`src/sv/ges_pkg.sv`:
```
`default_nettype none
package ges_pkg;

    localparam int MAX_ROWS    = 64;
    localparam int MAX_COLUMNS = 64;

    localparam int CNT_W    = 7;
    localparam int NODE_W   = 12;
    localparam int MODE_W   = 2;
    localparam int DIR_W    = 2;
    localparam int CHOICE_W = 2;
    localparam int STATUS_W = 2;
    localparam int NUM_DIRS = 4;

    localparam int ROW_COUNT_RESET    = 64;
    localparam int COLUMN_COUNT_RESET = 64;
    localparam int CFG_IDX_W          = 1;

    localparam int ROW_W = $clog2(MAX_ROWS);
    localparam int REM_W = CNT_W;
    localparam int SUM_W = ROW_W + CNT_W + 1;

    localparam int H_DEPTH   = (MAX_COLUMNS - 1) * MAX_ROWS;
    localparam int V_DEPTH   = MAX_COLUMNS * (MAX_ROWS - 1);
    localparam int H_AW      = $clog2(H_DEPTH);
    localparam int V_AW      = $clog2(V_DEPTH);
    localparam int CLR_DEPTH = (H_DEPTH > V_DEPTH) ? H_DEPTH : V_DEPTH;
    localparam int CLR_W     = $clog2(CLR_DEPTH);

    localparam int QB        = 3;
    localparam int DIV_STEPS = (NODE_W + QB - 1) / QB;
    localparam int DIV_BITS  = DIV_STEPS * QB;
    localparam int STEP_W    = (DIV_STEPS > 1) ? $clog2(DIV_STEPS) : 1;

    localparam int QDEPTH = 2;
    localparam int Q_AW   = $clog2(QDEPTH);
    localparam int QCNT_W = $clog2(QDEPTH + 1);

    typedef enum logic [CFG_IDX_W-1:0] {
        REG_ROW_COUNT    = 1'd0,
        REG_COLUMN_COUNT = 1'd1
    } cfg_reg_t;

    typedef enum logic [MODE_W-1:0] {
        MODE_QUERY  = 2'd0,
        MODE_SET    = 2'd1,
        MODE_CLEAR  = 2'd2,
        MODE_CHOOSE = 2'd3
    } mode_t;

    typedef enum logic [DIR_W-1:0] {
        DIR_LEFT  = 2'd0,
        DIR_RIGHT = 2'd1,
        DIR_UP    = 2'd2,
        DIR_DOWN  = 2'd3
    } dir_t;

    typedef enum logic [STATUS_W-1:0] {
        ST_OK       = 2'd0,
        ST_BAD_CELL = 2'd1,
        ST_OFF_GRID = 2'd2,
        ST_NO_FREE  = 2'd3
    } status_t;

    typedef enum logic [1:0] {
        F_IDLE,
        F_DIV,
        F_PUSH
    } front_state_t;

    typedef enum logic [1:0] {
        B_CLEAR,
        B_IDLE,
        B_READ,
        B_EVAL
    } back_state_t;

    typedef struct packed {
        mode_t                 mode;
        dir_t                  dir;
        logic [CHOICE_W-1:0]   choice;
        logic                  cell_ok;
        logic [NUM_DIRS-1:0]   link_ok;
        logic [H_AW-1:0]       h_left;
        logic [H_AW-1:0]       h_right;
        logic [V_AW-1:0]       v_up;
        logic [V_AW-1:0]       v_down;
    } ges_cmd_t;

endpackage
`default_nettype wire

```
`src/sv/ges_if.sv`:
```
`default_nettype none
interface ges_req_if;
    import ges_pkg::*;

    logic                valid;
    logic                ready;
    logic [MODE_W-1:0]   mode;
    logic [NODE_W-1:0]   node_index;
    logic [DIR_W-1:0]    direction;
    logic [CHOICE_W-1:0] choice;

    modport source (output valid, output mode, output node_index, output direction,
                    output choice, input ready);
    modport sink   (input valid, input mode, input node_index, input direction,
                    input choice, output ready);
endinterface

`default_nettype wire

```
`src/sv/ges_front.sv`:
```
`default_nettype none
module ges_front (
    input  wire logic                          clk,
    input  wire logic                          rst_n,
    input  wire logic                          cfg_write,
    input  wire logic [ges_pkg::CFG_IDX_W-1:0] cfg_index,
    input  wire logic [ges_pkg::CNT_W-1:0]     cfg_data,
    input  wire logic                          clearing,
    ges_req_if.sink                            req,
    output logic                               push,
    output ges_pkg::ges_cmd_t                  push_data,
    input  wire logic                          full
);
    import ges_pkg::*;

    front_state_t          state_reg, state_next;
    logic [CNT_W-1:0]      rows_reg, cols_reg;
    logic [CNT_W-1:0]      rows_use_reg, cols_use_reg;
    mode_t                 mode_reg;
    dir_t                  dir_reg;
    logic [CHOICE_W-1:0]   choice_reg;
    logic [DIV_BITS-1:0]   num_reg;
    logic [NODE_W-1:0]     quot_reg;
    logic [REM_W-1:0]      rem_reg;
    logic [STEP_W-1:0]     step_reg;

    logic [REM_W-1:0]      div_rem;
    logic [NODE_W-1:0]     div_quot;
    logic                  accept;

    logic                  cell_ok;
    logic [NUM_DIRS-1:0]   link_ok;
    logic [SUM_W-1:0]      row_w, col_w, rows_w, cols_w, prod, base_h;
    logic [SUM_W-1:0]      idx_left, idx_right, idx_up, idx_down;

    function automatic logic [CNT_W-1:0] clamp_count(input logic [CNT_W-1:0] v,
                                                     input int unsigned maxv);
        logic [CNT_W-1:0] res;
        res = v;
        if (v == '0)
        begin
            res = CNT_W'(1);
        end
        else if (int'(v) > maxv)
        begin
            res = CNT_W'(maxv);
        end
        return res;
    endfunction

    assign accept    = req.valid && req.ready;
    assign req.ready = (state_reg == F_IDLE) && !clearing;

    // restoring division, QB quotient bits per step
    always_comb
    begin
        logic [REM_W-1:0]    r;
        logic [NODE_W-1:0]   q;
        logic [DIV_BITS-1:0] n;
        logic [REM_W:0]      t;
        r = rem_reg;
        q = quot_reg;
        n = num_reg;
        for (int k = 0; k < QB; k++)
        begin
            t = {r, n[DIV_BITS-1]};
            n = n << 1;
            if (t >= {1'b0, cols_use_reg})
            begin
                t = t - {1'b0, cols_use_reg};
                q = {q[NODE_W-2:0], 1'b1};
            end
            else
            begin
                q = {q[NODE_W-2:0], 1'b0};
            end
            r = t[REM_W-1:0];
        end
        div_rem  = r;
        div_quot = q;
    end

    always_comb
    begin
        state_next = state_reg;
        push       = 1'b0;
        case (state_reg)
            F_IDLE:
            begin
                if (accept)
                begin
                    state_next = F_DIV;
                end
            end
            F_DIV:
            begin
                if (step_reg == '0)
                begin
                    state_next = F_PUSH;
                end
            end
            F_PUSH:
            begin
                push = 1'b1;
                if (!full)
                begin
                    state_next = F_IDLE;
                end
            end
            default:
            begin
                state_next = F_IDLE;
            end
        endcase
    end

    always_ff @(posedge clk or negedge rst_n)
    begin
        if (!rst_n)
        begin
            state_reg <= F_IDLE;
            rows_reg  <= CNT_W'(ROW_COUNT_RESET);
            cols_reg  <= CNT_W'(COLUMN_COUNT_RESET);
        end
        else
        begin
            state_reg <= state_next;
            if (cfg_write)
            begin
                case (cfg_reg_t'(cfg_index))
                    REG_ROW_COUNT:    rows_reg <= cfg_data;
                    REG_COLUMN_COUNT: cols_reg <= cfg_data;
                    default:          rows_reg <= rows_reg;
                endcase
            end
        end
    end

    always_ff @(posedge clk)
    begin
        if (accept)
        begin
            mode_reg     <= mode_t'(req.mode);
            dir_reg      <= dir_t'(req.direction);
            choice_reg   <= req.choice;
            num_reg      <= DIV_BITS'(req.node_index);
            quot_reg     <= '0;
            rem_reg      <= '0;
            step_reg     <= STEP_W'(DIV_STEPS - 1);
            rows_use_reg <= clamp_count(rows_reg, MAX_ROWS);
            cols_use_reg <= clamp_count(cols_reg, MAX_COLUMNS);
        end
        else if (state_reg == F_DIV)
        begin
            rem_reg  <= div_rem;
            quot_reg <= div_quot;
            num_reg  <= num_reg << QB;
            step_reg <= step_reg - 1'b1;
        end
    end

    // link addresses and in-grid flags of the four neighbors
    always_comb
    begin
        cell_ok    = quot_reg < NODE_W'(rows_use_reg);
        row_w      = SUM_W'(quot_reg[ROW_W-1:0]);
        col_w      = SUM_W'(rem_reg);
        rows_w     = SUM_W'(rows_use_reg);
        cols_w     = SUM_W'(cols_use_reg);
        prod       = row_w * cols_w;
        base_h     = prod - row_w + col_w;
        idx_left   = base_h - SUM_W'(1);
        idx_right  = base_h;
        idx_up     = prod + col_w - cols_w;
        idx_down   = prod + col_w;
        link_ok[0] = cell_ok && (rem_reg != '0);
        link_ok[1] = cell_ok && ((col_w + SUM_W'(1)) < cols_w);
        link_ok[2] = cell_ok && (row_w != '0);
        link_ok[3] = cell_ok && ((row_w + SUM_W'(1)) < rows_w);

        push_data.mode    = mode_reg;
        push_data.dir     = dir_reg;
        push_data.choice  = choice_reg;
        push_data.cell_ok = cell_ok;
        push_data.link_ok = link_ok;
        push_data.h_left  = link_ok[0] ? idx_left[H_AW-1:0]  : '0;
        push_data.h_right = link_ok[1] ? idx_right[H_AW-1:0] : '0;
        push_data.v_up    = link_ok[2] ? idx_up[V_AW-1:0]    : '0;
        push_data.v_down  = link_ok[3] ? idx_down[V_AW-1:0]  : '0;
    end
endmodule
`default_nettype wire

```
`src/flat_wrapper.sv`:
```
// flat-port wrapper written by rule: the top's interface ports become plain ports
module ges_front_flat import ges_pkg::*;
  (clk, rst_n, cfg_write, cfg_index, cfg_data, clearing, push, push_data, full, req_valid, req_mode, req_node_index, req_direction, req_choice, req_ready);
  ges_req_if req_i ();
  input  wire logic clk;
  input  wire logic rst_n;
  input  wire logic cfg_write;
  input  wire logic [ges_pkg::CFG_IDX_W-1:0] cfg_index;
  input  wire logic [ges_pkg::CNT_W-1:0] cfg_data;
  input  wire logic clearing;
  output logic push;
  output ges_pkg::ges_cmd_t push_data;
  input  wire logic full;
  input wire logic [$bits(req_i.valid)-1:0] req_valid;
  input wire logic [$bits(req_i.mode)-1:0] req_mode;
  input wire logic [$bits(req_i.node_index)-1:0] req_node_index;
  input wire logic [$bits(req_i.direction)-1:0] req_direction;
  input wire logic [$bits(req_i.choice)-1:0] req_choice;
  output wire logic [$bits(req_i.ready)-1:0] req_ready;
  assign req_i.valid = req_valid;
  assign req_i.mode = req_mode;
  assign req_i.node_index = req_node_index;
  assign req_i.direction = req_direction;
  assign req_i.choice = req_choice;
  assign req_ready = req_i.ready;
  ges_front u_core (.clk(clk), .rst_n(rst_n), .cfg_write(cfg_write), .cfg_index(cfg_index), .cfg_data(cfg_data), .clearing(clearing), .req(req_i), .push(push), .push_data(push_data), .full(full));
endmodule
```
`config.mk`:
```
export PLATFORM = sky130hd
export DESIGN_NAME = ges_front_flat
export DESIGN_NICKNAME = d
export VERILOG_FILES = /design/src/sv/ges_pkg.sv /design/src/sv/ges_if.sv /design/src/sv/ges_front.sv /design/src/flat_wrapper.sv
export SDC_FILE = /design/constraint.sdc
export NUM_CORES = 1
export LEC_CHECK = 0
export BUFFER_PORTS_ARGS = -buffer_cell sky130_fd_sc_hd__buf_2
export CAP_MARGIN = 5
export CORE_MARGIN = 5
export CORE_UTILIZATION = 60
export DETAILED_ROUTE_END_ITERATION = 10
export PLACE_DENSITY = 0.9
export SLEW_MARGIN = 20
export SYNTH_ARGS = -nofsm -noshare
export SYNTH_HDL_FRONTEND = slang
export SYNTH_SLANG_ARGS = --single-unit
```
`constraint.sdc`:
```
create_clock -name clk -period 7.95 [get_ports clk]
set_input_delay 1.1925 -clock clk [delete_from_list [all_inputs] [get_ports clk]]
set_output_delay 1.1925 -clock clk [all_outputs]
set_load 0.02 [all_outputs]
```
==> flow_metrics.env <==
export IMPL_fin_nets=1091
export IMPL_synth_cells=839
export IMPL_rsz0062_at_grt="no"
export IMPL_synth_top_area_share_pct=16.38
export IMPL_num_fill_cells=886
export IMPL_die_area_sq_um=14390
export IMPL_dr_pass1_iters=5
export IMPL_overflow=0
export IMPL_synth_edf_count=32
export IMPL_drt_iter0_drc=511
export IMPL_routed_via_count=6307
export IMPL_clock_path_buffers=2
export IMPL_slew_viol_final=0
export IMPL_die_h_um=120.0
export IMPL_ys_warnings_count=0
export IMPL_antennaDiodeCount=0
export IMPL_setup_viol=0
export IMPL_die_x_um=120.0
export IMPL_yosys_top_cells_area="ha_1 16%, edfxtp_1 13%, fa_1 8.6%"
export IMPL_tightest_slew_ns=0.6852
export IMPL_hpwlAfterDp_um=13920
export IMPL_holdPathEnd="u_core.step_reg[0]"
export IMPL_clock_latency_ns=0.33
export IMPL_ios=93
export IMPL_cts_buffers=9
export IMPL_hp_class="reg -> reg"
export IMPL_antenna_found_initial=0
export IMPL_io_buffers=92
export IMPL_grt_max_degree=36
export IMPL_rows=40
export IMPL_max_freq_ghz=0.1362
export IMPL_crit_required_ns=6.76
export IMPL_maxCapViolCount=0
export IMPL_cts_sinks=69
export IMPL_finalHoldViolations=0
export IMPL_h_tree_depth=3
export IMPL_drcViolationCount=0
export IMPL_cts_root_buffer="clkbuf_16"
export IMPL_syn_area_per_cell_sq_um=8.647
export IMPL_ctsResizeCount=0
export IMPL_viasPerCell=5.813
export IMPL_status="complete, no violations"
export IMPL_grt_usage_pct=25.28
export IMPL_post_route_min_period_ns=7.340
export IMPL_reg2reg_slack_ns=1.35
export IMPL_syn_nets=997
export IMPL_ant_nets=0
export IMPL_start_kind="register"
export IMPL_place_congestion=0.9304
export IMPL_r2r_end="u_core.rem_reg[0]"
export IMPL_cts_clk_slew_worst_paths_ns=0.06
export IMPL_slew_headroom_pct=54.32
export IMPL_async_flop_share_pct=23.19
export IMPL_coreArea_sq_um=11910
export IMPL_hold_start="u_core.step_reg[0]"
export IMPL_drive_above_1_share_pct=16.31
export IMPL_area_growth_pct=12.68
export IMPL_yosys_most_used_dff="edfxtp_1"
export IMPL_ys_seq_area_share_pct=24.59
export IMPL_grt_pass1_vias=6172
export IMPL_grt_pass1_wl_um=29860
export IMPL_initial_core_util_pct=60.90
export IMPL_setup_tns_ns=0
export IMPL_fin_skew_ns=0.004919
export IMPL_path_max_fanout=9
export IMPL_post_cts_buffers=0
export IMPL_reg2reg_depth=22
export IMPL_synth_top_cell_by_area="ha_1"
export IMPL_mappedNetlistArea_sq_um=7254
export IMPL_worstReg2RegStart="u_core.cols_use_reg[1]"
export IMPL_synth_seq_cells=69
export IMPL_whs_path_depth=1
export IMPL_cp_arrival_ns=6.15
export IMPL_cts_tree="yes"
export IMPL_crit_type="reg -> out"
export IMPL_yosysUniqueCellTypes=76
export IMPL_finalCritPeriodShare_pct=92.33
export IMPL_crit_path_end_kind="primary output"
export IMPL_wire_per_inst_um=16.65
export IMPL_drt_wl_total_um=18060
export IMPL_postCtsHoldBufs=0
==> metal layers <==
layer	wire length [um]	global-route usage [%]	part of all wire [%]
met5	0	0	0
met4	403	8.017	2.2
met3	1203	2.451	6.7
met2	8718	44.29	48
met1	7735	32.87	43
==> per-stage QoR <==
| step | cell area [sq um] | utilization (%) | instances | setup WS, ns | hold WS [ns] |
|---|---|---|---|---|---|
| 3_3_place_gp | 7870 | 66.07 | 1069 | 1.135 | 0.4407 |
| 4_1_cts | 8174 | 68.62 | 1085 | 0.6304 | 0.4697 |
| 5_1_grt | 8174 | 68.62 | 1085 | 0.2093 | 0.4925 |
| 2_1_floorplan | 7254 | - | 839 | 1.384 | 0.4286 |
| 6_report | 8174 | 68.62 | 1085 | 0.6101 | 0.4728 |
| 3_5_place_dp | 7870 | 66.07 | 1069 | 0.9718 | 0.4578 |
==> area by class of cell <==
cell class                      instances  area (sq um)  share of cell area [%]
Multi-Input combinational cell        656          5021                   61.43
Clock inverter                          7         78.83                  0.9643
Sequential cell                        69          1784                   21.83
Timing Repair Buffer                   99         513.0                   6.276
Inverter                               98         367.9                   4.500
Tap cell                              147         183.9                   2.250
Clock buffer                            9         225.2                   2.755
==> logic make-up after synthesis <==
group                    Yosys count  share of synthesized area (%)
AO/OA/AOI/OAI                    150                          14.26
XOR/XNOR                          58                          7.192
adder cells (fa/ha/maj)          126                          24.94
buffers and inverters            114                          6.192
flip-flops                        69                          24.59
multiplexers                      20                          3.070
AND/OR/NAND/NOR                  302                          19.75
==> worst max path at each step <==
stage / end / slack, ns / start
CTS: push_data[47] / 0.63 / u_core.quot_reg[2]
global placement: push_data[47] / 1.13 / u_core.quot_reg[2]
floorplan: push_data[47] / 1.38 / u_core.quot_reg[2]
finish: push_data[47] / 0.61 / u_core.quot_reg[2]
detailed placement: push_data[47] / 0.97 / u_core.quot_reg[2]
global route: push_data[47] / 0.21 / u_core.quot_reg[2]
==> synthesized netlist by cell type (all sizes together) (5+ instances only) <==
cell type    n
ha          95
dfrtp       14
nand2       69
edfxtp      32
inv         94
o21ai       39
xor2        20
clkbuf       9
nand2b       9
a211oi       5
fa          31
and3         9
mux2        18
dfxtp       21
nor2       106
and2         7
a21oi       37
nand3       30
a21o        11
nor2b       23
nand4        8
nor3        21
xnor2       37
o211ai       6
buf          7
o21a        12
==> critical path: stages (launching register included) <==
cell and delay [ns]:
dfxtp_1 0.49, clkinv_1 0.34, nor2_1 0.26, fa_1 0.42, ha_1 0.33, fa_1 0.56, inv_1 0.06, fa_1 0.53
inv_1 0.07, fa_1 0.44, ha_1 0.37, and3_1 0.18, a22oi_1 0.22, a21oi_1 0.15, xnor2_1 0.40, nand4_1 0.23
a2111oi_2 0.35, xor2_1 0.17, nor2_1 0.05, buf_2 0.17
==> cells in the final DEF, fill, tap and decap left out, types with 11 or more instances in the layout <==
cell	count
xor2_1	20
nor3_1	20
ha_1	95
dfrtp_1	14
xnor2_1	37
edfxtp_1	32
o21a_1	12
a21o_1	11
buf_2	92
nor2b_1	23
fa_1	31
o21ai_0	35
nand3_1	30
dfxtp_1	21
nand2_1	69
mux2_2	18
a21oi_1	35
nor2_1	106
inv_1	94
Power is not shown: default switching activity piles up to over one toggle a cycle in this logic, so the estimate is an artifact.
