===== src/sv/ges_pkg.sv =====
`default_nettype none
package ges_pkg;

    localparam int MAX_ROWS    = 64;
    localparam int MAX_COLUMNS = 64;

    localparam int CNT_W    = 7;
    localparam int NODE_W   = 12;
    localparam int MODE_W   = 2;
    localparam int DIR_W    = 2;
    localparam int CHOICE_W = 2;
    localparam int STATUS_W = 2;
    localparam int NUM_DIRS = 4;

    localparam int ROW_COUNT_RESET    = 64;
    localparam int COLUMN_COUNT_RESET = 64;
    localparam int CFG_IDX_W          = 1;

    localparam int ROW_W = $clog2(MAX_ROWS);
    localparam int REM_W = CNT_W;
    localparam int SUM_W = ROW_W + CNT_W + 1;

    localparam int H_DEPTH   = (MAX_COLUMNS - 1) * MAX_ROWS;
    localparam int V_DEPTH   = MAX_COLUMNS * (MAX_ROWS - 1);
    localparam int H_AW      = $clog2(H_DEPTH);
    localparam int V_AW      = $clog2(V_DEPTH);
    localparam int CLR_DEPTH = (H_DEPTH > V_DEPTH) ? H_DEPTH : V_DEPTH;
    localparam int CLR_W     = $clog2(CLR_DEPTH);

    localparam int QB        = 3;
    localparam int DIV_STEPS = (NODE_W + QB - 1) / QB;
    localparam int DIV_BITS  = DIV_STEPS * QB;
    localparam int STEP_W    = (DIV_STEPS > 1) ? $clog2(DIV_STEPS) : 1;

    localparam int QDEPTH = 2;
    localparam int Q_AW   = $clog2(QDEPTH);
    localparam int QCNT_W = $clog2(QDEPTH + 1);

    typedef enum logic [CFG_IDX_W-1:0] {
        REG_ROW_COUNT    = 1'd0,
        REG_COLUMN_COUNT = 1'd1
    } cfg_reg_t;

    typedef enum logic [MODE_W-1:0] {
        MODE_QUERY  = 2'd0,
        MODE_SET    = 2'd1,
        MODE_CLEAR  = 2'd2,
        MODE_CHOOSE = 2'd3
    } mode_t;

    typedef enum logic [DIR_W-1:0] {
        DIR_LEFT  = 2'd0,
        DIR_RIGHT = 2'd1,
        DIR_UP    = 2'd2,
        DIR_DOWN  = 2'd3
    } dir_t;

    typedef enum logic [STATUS_W-1:0] {
        ST_OK       = 2'd0,
        ST_BAD_CELL = 2'd1,
        ST_OFF_GRID = 2'd2,
        ST_NO_FREE  = 2'd3
    } status_t;

    typedef enum logic [1:0] {
        F_IDLE,
        F_DIV,
        F_PUSH
    } front_state_t;

    typedef enum logic [1:0] {
        B_CLEAR,
        B_IDLE,
        B_READ,
        B_EVAL
    } back_state_t;

    typedef struct packed {
        mode_t                 mode;
        dir_t                  dir;
        logic [CHOICE_W-1:0]   choice;
        logic                  cell_ok;
        logic [NUM_DIRS-1:0]   link_ok;
        logic [H_AW-1:0]       h_left;
        logic [H_AW-1:0]       h_right;
        logic [V_AW-1:0]       v_up;
        logic [V_AW-1:0]       v_down;
    } ges_cmd_t;

endpackage
`default_nettype wire


===== src/sv/ges_queue.sv =====
`default_nettype none
module ges_queue (
    input  wire logic              clk,
    input  wire logic              rst_n,
    input  wire logic              push,
    input  wire ges_pkg::ges_cmd_t push_data,
    output logic                   full,
    input  wire logic              pop,
    output ges_pkg::ges_cmd_t      head,
    output logic                   empty
);
    import ges_pkg::*;

    ges_cmd_t            entry_reg [QDEPTH];
    logic [Q_AW-1:0]     wr_ptr_reg, rd_ptr_reg;
    logic [QCNT_W-1:0]   count_reg, count_next;
    logic                do_push, do_pop;

    assign full    = count_reg == QCNT_W'(QDEPTH);
    assign empty   = count_reg == '0;
    assign do_push = push && !full;
    assign do_pop  = pop && !empty;
    assign head    = entry_reg[rd_ptr_reg];

    always_comb
    begin
        count_next = count_reg;
        if (do_push && !do_pop)
        begin
            count_next = count_reg + 1'b1;
        end
        else if (do_pop && !do_push)
        begin
            count_next = count_reg - 1'b1;
        end
    end

    always_ff @(posedge clk or negedge rst_n)
    begin
        if (!rst_n)
        begin
            wr_ptr_reg <= '0;
            rd_ptr_reg <= '0;
            count_reg  <= '0;
        end
        else
        begin
            count_reg <= count_next;
            if (do_push)
            begin
                wr_ptr_reg <= wr_ptr_reg + 1'b1;
            end
            if (do_pop)
            begin
                rd_ptr_reg <= rd_ptr_reg + 1'b1;
            end
        end
    end

    always_ff @(posedge clk)
    begin
        if (do_push)
        begin
            entry_reg[wr_ptr_reg] <= push_data;
        end
    end
endmodule
`default_nettype wire


===== config.mk =====
export PLATFORM = sky130hd
export DESIGN_NAME = ges_queue
export DESIGN_NICKNAME = d
export VERILOG_FILES = /design/src/sv/ges_pkg.sv /design/src/sv/ges_queue.sv
export SDC_FILE = /design/constraint.sdc
export NUM_CORES = 1
export LEC_CHECK = 0
export BUFFER_PORTS_ARGS = -buffer_cell sky130_fd_sc_hd__buf_2
export CAP_MARGIN = 0
export CORE_UTILIZATION = 47
export DETAILED_ROUTE_END_ITERATION = 8
export GPL_ROUTABILITY_DRIVEN = 0
export PLACE_DENSITY = 0.77
export SLEW_MARGIN = 5
export SYNTH_ARGS = -nofsm -noshare
export SYNTH_HDL_FRONTEND = slang
export SYNTH_SLANG_ARGS = --single-unit

===== constraint.sdc =====
create_clock -name clk -period 5.23 [get_ports clk]
set_input_delay 1.046 -clock clk [delete_from_list [all_inputs] [get_ports clk]]
set_output_delay 1.046 -clock clk [all_outputs]
set_load 0.1 [all_outputs]

==> impl_summary.log, run 1 <==
INFO  metric critical_path.max_fanout = 60
INFO  metric cts-root-to-sink-buffers = 2
INFO  metric largest_net_degree_at_the_start_of_global_routing = 61
INFO  metric synthesis.area = around 4800 sq um
INFO  metric reg2reg_from = count_reg[0]
INFO  metric maxClockFrequency = 285 MHz
INFO  metric post_synth_num_cell_types = 14
INFO  metric num_antenna_cells = 0
INFO  metric final-max-slew-violation-count = 0
INFO  metric cpPeakStageDelay = 1.18 ns
INFO  metric met2_usage = 0.251
INFO  metric total_grt_usage = 0.150
INFO  metric final_common_cell = buf_2
INFO  metric dpl.cell_count = 454
INFO  metric drt-initial-drc-count = 67
INFO  metric postLayoutCoreUtil = 0.612
INFO  metric global_route_wire_length_before_repair = approximately 11 mm
INFO  metric cts_hold_buffers = 0
INFO  metric synth.avg_cell_area = roughly 23 sq um
INFO  metric postPlaceCellArea = roughly 5400 sq um
INFO  metric drive_above_1_share = 0.609
INFO  metric layout.cells.most_common_list = buf_2, edfxtp_1, mux2_4, clkbuf_16
INFO  metric buffers_plus_inverters_on_the_worst_setup_path = 1
INFO  metric yosysWarningCount = 0
INFO  metric placement.io_buffers = 123
INFO  metric min_period = 3.50 ns
INFO  metric grt.met1_usage = 0.169
INFO  metric layout_worst_path_cycle_share = 0.670
INFO  metric timing.slew.headroom = 0.194
INFO  metric path_delay_family = flip-flops
INFO  metric worst_hold_path_type = in2async
INFO  metric fin_nets = about 400
INFO  metric area_growth = 25.8%
INFO  metric worst-endpoint-required = ~4.2 ns
INFO  metric initial_core_util = 0.487
INFO  metric met3_usage = 0.0576
INFO  metric max_cap_viol_count = 0
INFO  metric drt_pre_antenna_iters = 4
INFO  metric worst_ep_arrival_time = between 2 and 2.5 ns
INFO  metric critical_path_class = reg2out
INFO  metric synth.yosys.seq_area_share = 0.766
INFO  metric worstMarginPinSlew = approximately 1.2 ns
INFO  metric number_of_antenna_violations_at_the_first_check_in_global_routing = 0
INFO  metric numClockSinks = ~120
INFO  metric yosys-top-cells-area = edfxtp_1, mux2_4, buf_12
INFO  metric timing.setup.tns = 0 ns
INFO  metric critPathLaunch = rd_ptr_reg
INFO  metric post-synth-top-area-fraction = 0.745
INFO  metric route.final.wire_length = approximately 7.6 mm
INFO  metric layoutNonFillerInstCount = ~500
INFO  metric die_x = 103 microns
INFO  metric grt_remaining_overflow = 0
INFO  metric grt_setup_unrepaired = false
INFO  metric die_y = roughly 100 microns
INFO  metric worst_skew_pair.late_latency = 0.50 ns
INFO  metric core-area = 9770 sq um
INFO  metric fin_worst_skew = between 0.004 and 0.005 ns
INFO  metric place_hpwl = about 4.7 mm
INFO  metric cp_cell_sequence = mux2_4 > buf_2
INFO  metric post_drt_via_cell_ratio = between 4 and 5
INFO  metric ant_nets = 0
INFO  metric tritoncts = done
INFO  metric cts_inserted_buffers = 17
INFO  metric result_of_the_run = finished, final reports clean
INFO  metric timing.final.hold_violations = 0
INFO  metric final_design_area_no_fill = 5980 sq um
INFO  metric drt_drc_violations_left = 0
INFO  metric buffer_type_at_the_clock_tree_root = clkbuf_8
INFO  metric crit_end_category = output port
INFO  metric synth_cells = around 200
INFO  metric number_of_flip_flops_in_the_largest_register = 118
INFO  metric global_route.peak_usage_layer = met2
INFO  metric routed_wire_length_per_instance = approximately 16 microns
INFO  metric yosys_register_bits = 122
INFO  metric final-setup-viol-count = 0
INFO  metric cts_setup_buffers = 0
INFO  metric fp-row-count = 36
INFO  metric dieArea = between 10,000 and 15,000 sq um
INFO  metric clk_transition_reported_paths = roughly 0.050 ns
INFO  metric start_kind = flip-flop
INFO  metric grt_pass1_vias = 2,314
INFO  metric synthesis.nets = approximately 270
INFO  metric critical_path_cell_with_the_highest_stage_delay = dfrtp_4
INFO  metric h-tree-depth = 4
INFO  metric post-synth-top-area-cell = edfxtp_1
INFO  metric routed-via-count = ~2,300
INFO  metric cts-resized-gates = 0
INFO  metric design.portCount = ~120
[cells by family after synthesis]
| kind of cell | after synthesis | share of synthesized area |
|---|---|---|
| AOI/OAI and AO/OA | 1 | 0.00105 |
| xor gates and xnor gates | 5 | 0.00921 |
| adders and majority gates | 1 | 0.00263 |
| DFF | 122 | 0.766 |
| and+or+nand+nor | 6 | 0.00579 |
| muxes | 59 | 0.186 |
| buffers and inverters | 9 | 0.0292 |
[synthesized netlist by cell type, drive strengths merged]
| cell type | n |
|---|---|
| xnor2 | 3 |
| inv | 2 |
| xor2 | 2 |
| nor2 | 3 |
| ha | 1 |
| dfrtp | 4 |
| buf | 7 |
| nand2 | 1 |
| o21ai | 1 |
| and3 | 1 |
| edfxtp | 118 |
| nand2b | 1 |
| mux2 | 59 |
[cell type report]
class,instances,area [sq um]
Multi-Input combinational cell,72,983
Fill cell,732,3790
Sequential cell,122,3650
Clock inverter,15,134
Clock buffer,17,414
Inverter,2,7.51
Tap cell,133,166
Timing Repair Buffer,125,631
[metrics by stage]
stage               setup slack, ns  hold slack [ns]
CTS                            1.68            0.311
finish                         1.73            0.344
floorplan                      1.15            0.460
global route                   1.61            0.311
global placement               2.22            0.500
detailed placement             2.21            0.510
[layer usage]
layer | part of all wire | vias up
li1 | - | 1080
met1 | 0.42 | 1113
met2 | 0.50 | 92
met3 | 0.064 | 6
met4 | 0.0091 | 0
met5 | 0 | -
[worst paths after layout]
check / endpoint / slack (ns) / depth (start not counted)
setup / recovery: head[25] / 1.73 / 2
hold / removal: count_reg[1] / 0.34 / 1
setup reg to reg: entry_reg[0][28] / 2.81 / 4
hold reg to reg: count_reg[1] / 0.51 / 1
max in group asynchronous: rd_ptr_reg / 4.75 / 1
min in group clk: count_reg[1] / 0.51 / 1
Power of run 1 is not shown: default switching activity piles up to over one toggle a cycle in this logic, so the estimate is an artifact.
==> run 2: changes to the inputs <==
==> constraint.sdc (replaced) <==
create_clock -name clk -period 3.4 [get_ports clk]
set_input_delay 0.68 -clock clk [delete_from_list [all_inputs] [get_ports clk]]
set_output_delay 0.68 -clock clk [all_outputs]
set_load 0.1 [all_outputs]
==> run 2 against run 1 <==
- register-to-register slack worse by 1.4 ns
- cell area increased by 2.0%
- sequential cell count is the same
- first-iteration DRC count fell by 39%
- critical path depth grew 1
- via count grew 0.61%
- wire length is 1.0% lower
- critical path type unchanged
- critical endpoint is now head[32]
==> impl_summary.log, run 2 (synthesis gave the netlist of run 1 again) <==
INFO  metric routed-via-count = 2,305 (+0.61%)
INFO  metric fin_worst_skew = 0.00958 ns (+0.00485 ns)
INFO  metric core-area = 9770 sq um (unchanged)
INFO  metric largest_net_degree_at_the_start_of_global_routing = 41 (-33%)
INFO  metric drt_pre_antenna_iters = 4 (unchanged)
INFO  metric grt_pass1_vias = 2,215 (-4.3%)
INFO  metric final-setup-viol-count = 0 (unchanged)
INFO  metric critical_path.max_fanout = 25 (-58%)
INFO  metric initial_core_util = 0.487 (unchanged)
INFO  metric worst-endpoint-required = 2.72 ns (-1.46 ns)
INFO  metric ant_nets = 0 (unchanged)
INFO  metric placement.io_buffers = 123 (unchanged)
INFO  metric drive_above_1_share = 0.613 (+0.00438)
INFO  metric global_route_wire_length_before_repair = 10.9 mm (-1.3%)
INFO  metric post_drt_via_cell_ratio = 4.70 (-0.21%)
INFO  metric critical_path_class = reg2out
INFO  metric fin_nets = 408 (+0.99%)
INFO  metric met2_usage = 0.235 (-0.0164)
INFO  metric global_route.peak_usage_layer = met2
INFO  metric route.final.wire_length = 7.48 mm (-1.0%)
INFO  metric fillers = 697 (-4.8%)
INFO  metric multi_input_comb_area = 983 sq um (unchanged)
INFO  metric clk_transition_reported_paths = 0.06 ns (about the same)
INFO  metric die_y = 103 microns (unchanged)
INFO  metric dieArea = 10,500 sq um (unchanged)
INFO  metric result_of_the_run = finished, final reports clean
INFO  metric routed_wire_length_per_instance = 15.3 microns (-1.8%)
INFO  metric drt_drc_violations_left = 0 (unchanged)
INFO  metric worst_skew_pair.late_latency = 0.50 ns (about the same)
INFO  metric total_grt_usage = 0.147 (-0.00241)
INFO  metric grt_remaining_overflow = 0 (unchanged)
INFO  metric start_kind = flip-flop
INFO  metric drt-initial-drc-count = 41 (-39%)
INFO  metric grt.met1_usage = 0.171 (+0.00167)
INFO  metric layoutNonFillerInstCount = 490 (+0.82%)
INFO  metric final_common_cell = buf_2
INFO  metric layout_worst_path_cycle_share = 0.856
INFO  metric max_cap_viol_count = 0 (unchanged)
INFO  metric worst_ep_arrival_time = 2.23 ns (-0.23 ns)
INFO  metric fp-row-count = 36 (unchanged)
INFO  metric number_of_flip_flops_in_the_largest_register = 118 (unchanged)
INFO  metric number_of_antenna_violations_at_the_first_check_in_global_routing = 0 (unchanged)
INFO  metric worstRegToRegCells = 3 (-1)
INFO  metric cts-root-to-sink-buffers = 2 (unchanged)
INFO  metric timing.final.hold_violations = 0 (unchanged)
INFO  metric worstMarginPinSlew = 0.640 ns (-0.566 ns)
INFO  metric worst_hold_path_type = in2reg
INFO  metric design.portCount = 124 (unchanged)
INFO  metric crit_end_category = output port
INFO  metric ff_latch_area = 3650 sq um (unchanged)
INFO  metric cts_inserted_buffers = 17 (unchanged)
INFO  metric met3_usage = 0.0617 (+0.00407)
INFO  metric place_worst_setup_slack = 0.989 ns (-1.22 ns)
INFO  metric timing.final.ws_setup = 0.490 ns (-1.24 ns)
INFO  metric area_growth = 28.3%
INFO  metric place_hpwl = 4.89 mm (+4.0%)
INFO  metric timing.slew.headroom = 0.572 (+0.378)
INFO  metric dpl.cell_count = 457 (+0.66%)
INFO  metric min_period = between 2 and 3 ns
INFO  metric h-tree-depth = 4 (unchanged)
INFO  metric tritoncts = done
INFO  metric num_antenna_cells = 0 (unchanged)
INFO  metric grt_setup_unrepaired = false
INFO  metric layout.cells.most_common_list = buf_2, edfxtp_1, mux2_4, clkbuf_16, clkinv_2
INFO  metric die_x = 103 microns (unchanged)
INFO  metric whs_path_depth = 1
INFO  metric final-max-slew-violation-count = 0 (unchanged)
INFO  metric timing.setup.tns = 0 ns (unchanged)
INFO  metric numClockSinks = 122 (unchanged)
INFO  metric buffer_type_at_the_clock_tree_root = clkbuf_8
INFO  metric maxClockFrequency = about 340 MHz
==> run 2: changes by cell type in the layout (fill, tap and decap cells not counted), sizes merged <==
| cell | change |
|---|---|
| clkinvlp | -4 |
| buf | +3 |
| clkinv | -4 |
| dlygate4sd3 | +1 |
| bufinv | +2 |
| clkbuf | +6 |
==> run 2: metrics by stage <==
step / hold WS, ns / util / cell area [sq um]
4_1_cts: 0.336 / 0.625 / 6100
3_3_place_gp: 0.488 / 0.561 / 5480
3_5_place_dp: 0.494 / 0.561 / 5480
6_report: 0.365 / 0.625 / 6100
2_1_floorplan: 0.384 / - / 4760
5_1_grt: 0.329 / 0.625 / 6100
==> run 2: final timing paths <==
path                               from                to  slack, ns
min in group asynchronous         rst_n      count_reg[0]       0.51
min                        push_data[2]   entry_reg[1][2]       0.37
max in group asynchronous         rst_n        rd_ptr_reg       2.75
max reg2reg                count_reg[0]  entry_reg[1][13]       1.46
max                          rd_ptr_reg          head[32]       0.49
min reg2reg                count_reg[1]      count_reg[1]       0.53
==> run 2: repair_timing <==
action / CTS / global route
hold endpoints to repair: 4 / 0
gates resized for setup: 0 / 0
endpoints found under the setup margin: 0 / 0
setup buffers: 0 / 0
hold buffers: 1 / 0
==> run 2: layout make-up <==
class | instances | share of cell area
inverters | 2 | 0.00123
clock inverters | 9 | 0.0238
well taps | 133 | 0.0273
clock buffers | 23 | 0.0765
multi-input cells | 72 | 0.161
repair buffers | 129 | 0.113
flip-flops and latches | 122 | 0.597
==> run 2: layer usage <==
layer / part of all wire / vias to the layer above
li1: - / 1084
met1: 0.42 / 1127
met2: 0.50 / 81
met3: 0.061 / 13
met4: 0.015 / 0
met5: 0 / -
==> run 2: critical path: stages (launching register included) <==
cell	delay, ns
dfrtp_4	0.74
buf_4	0.36
mux2_4	0.33
buf_2	0.29
Power of run 2 is left out for the same reason.
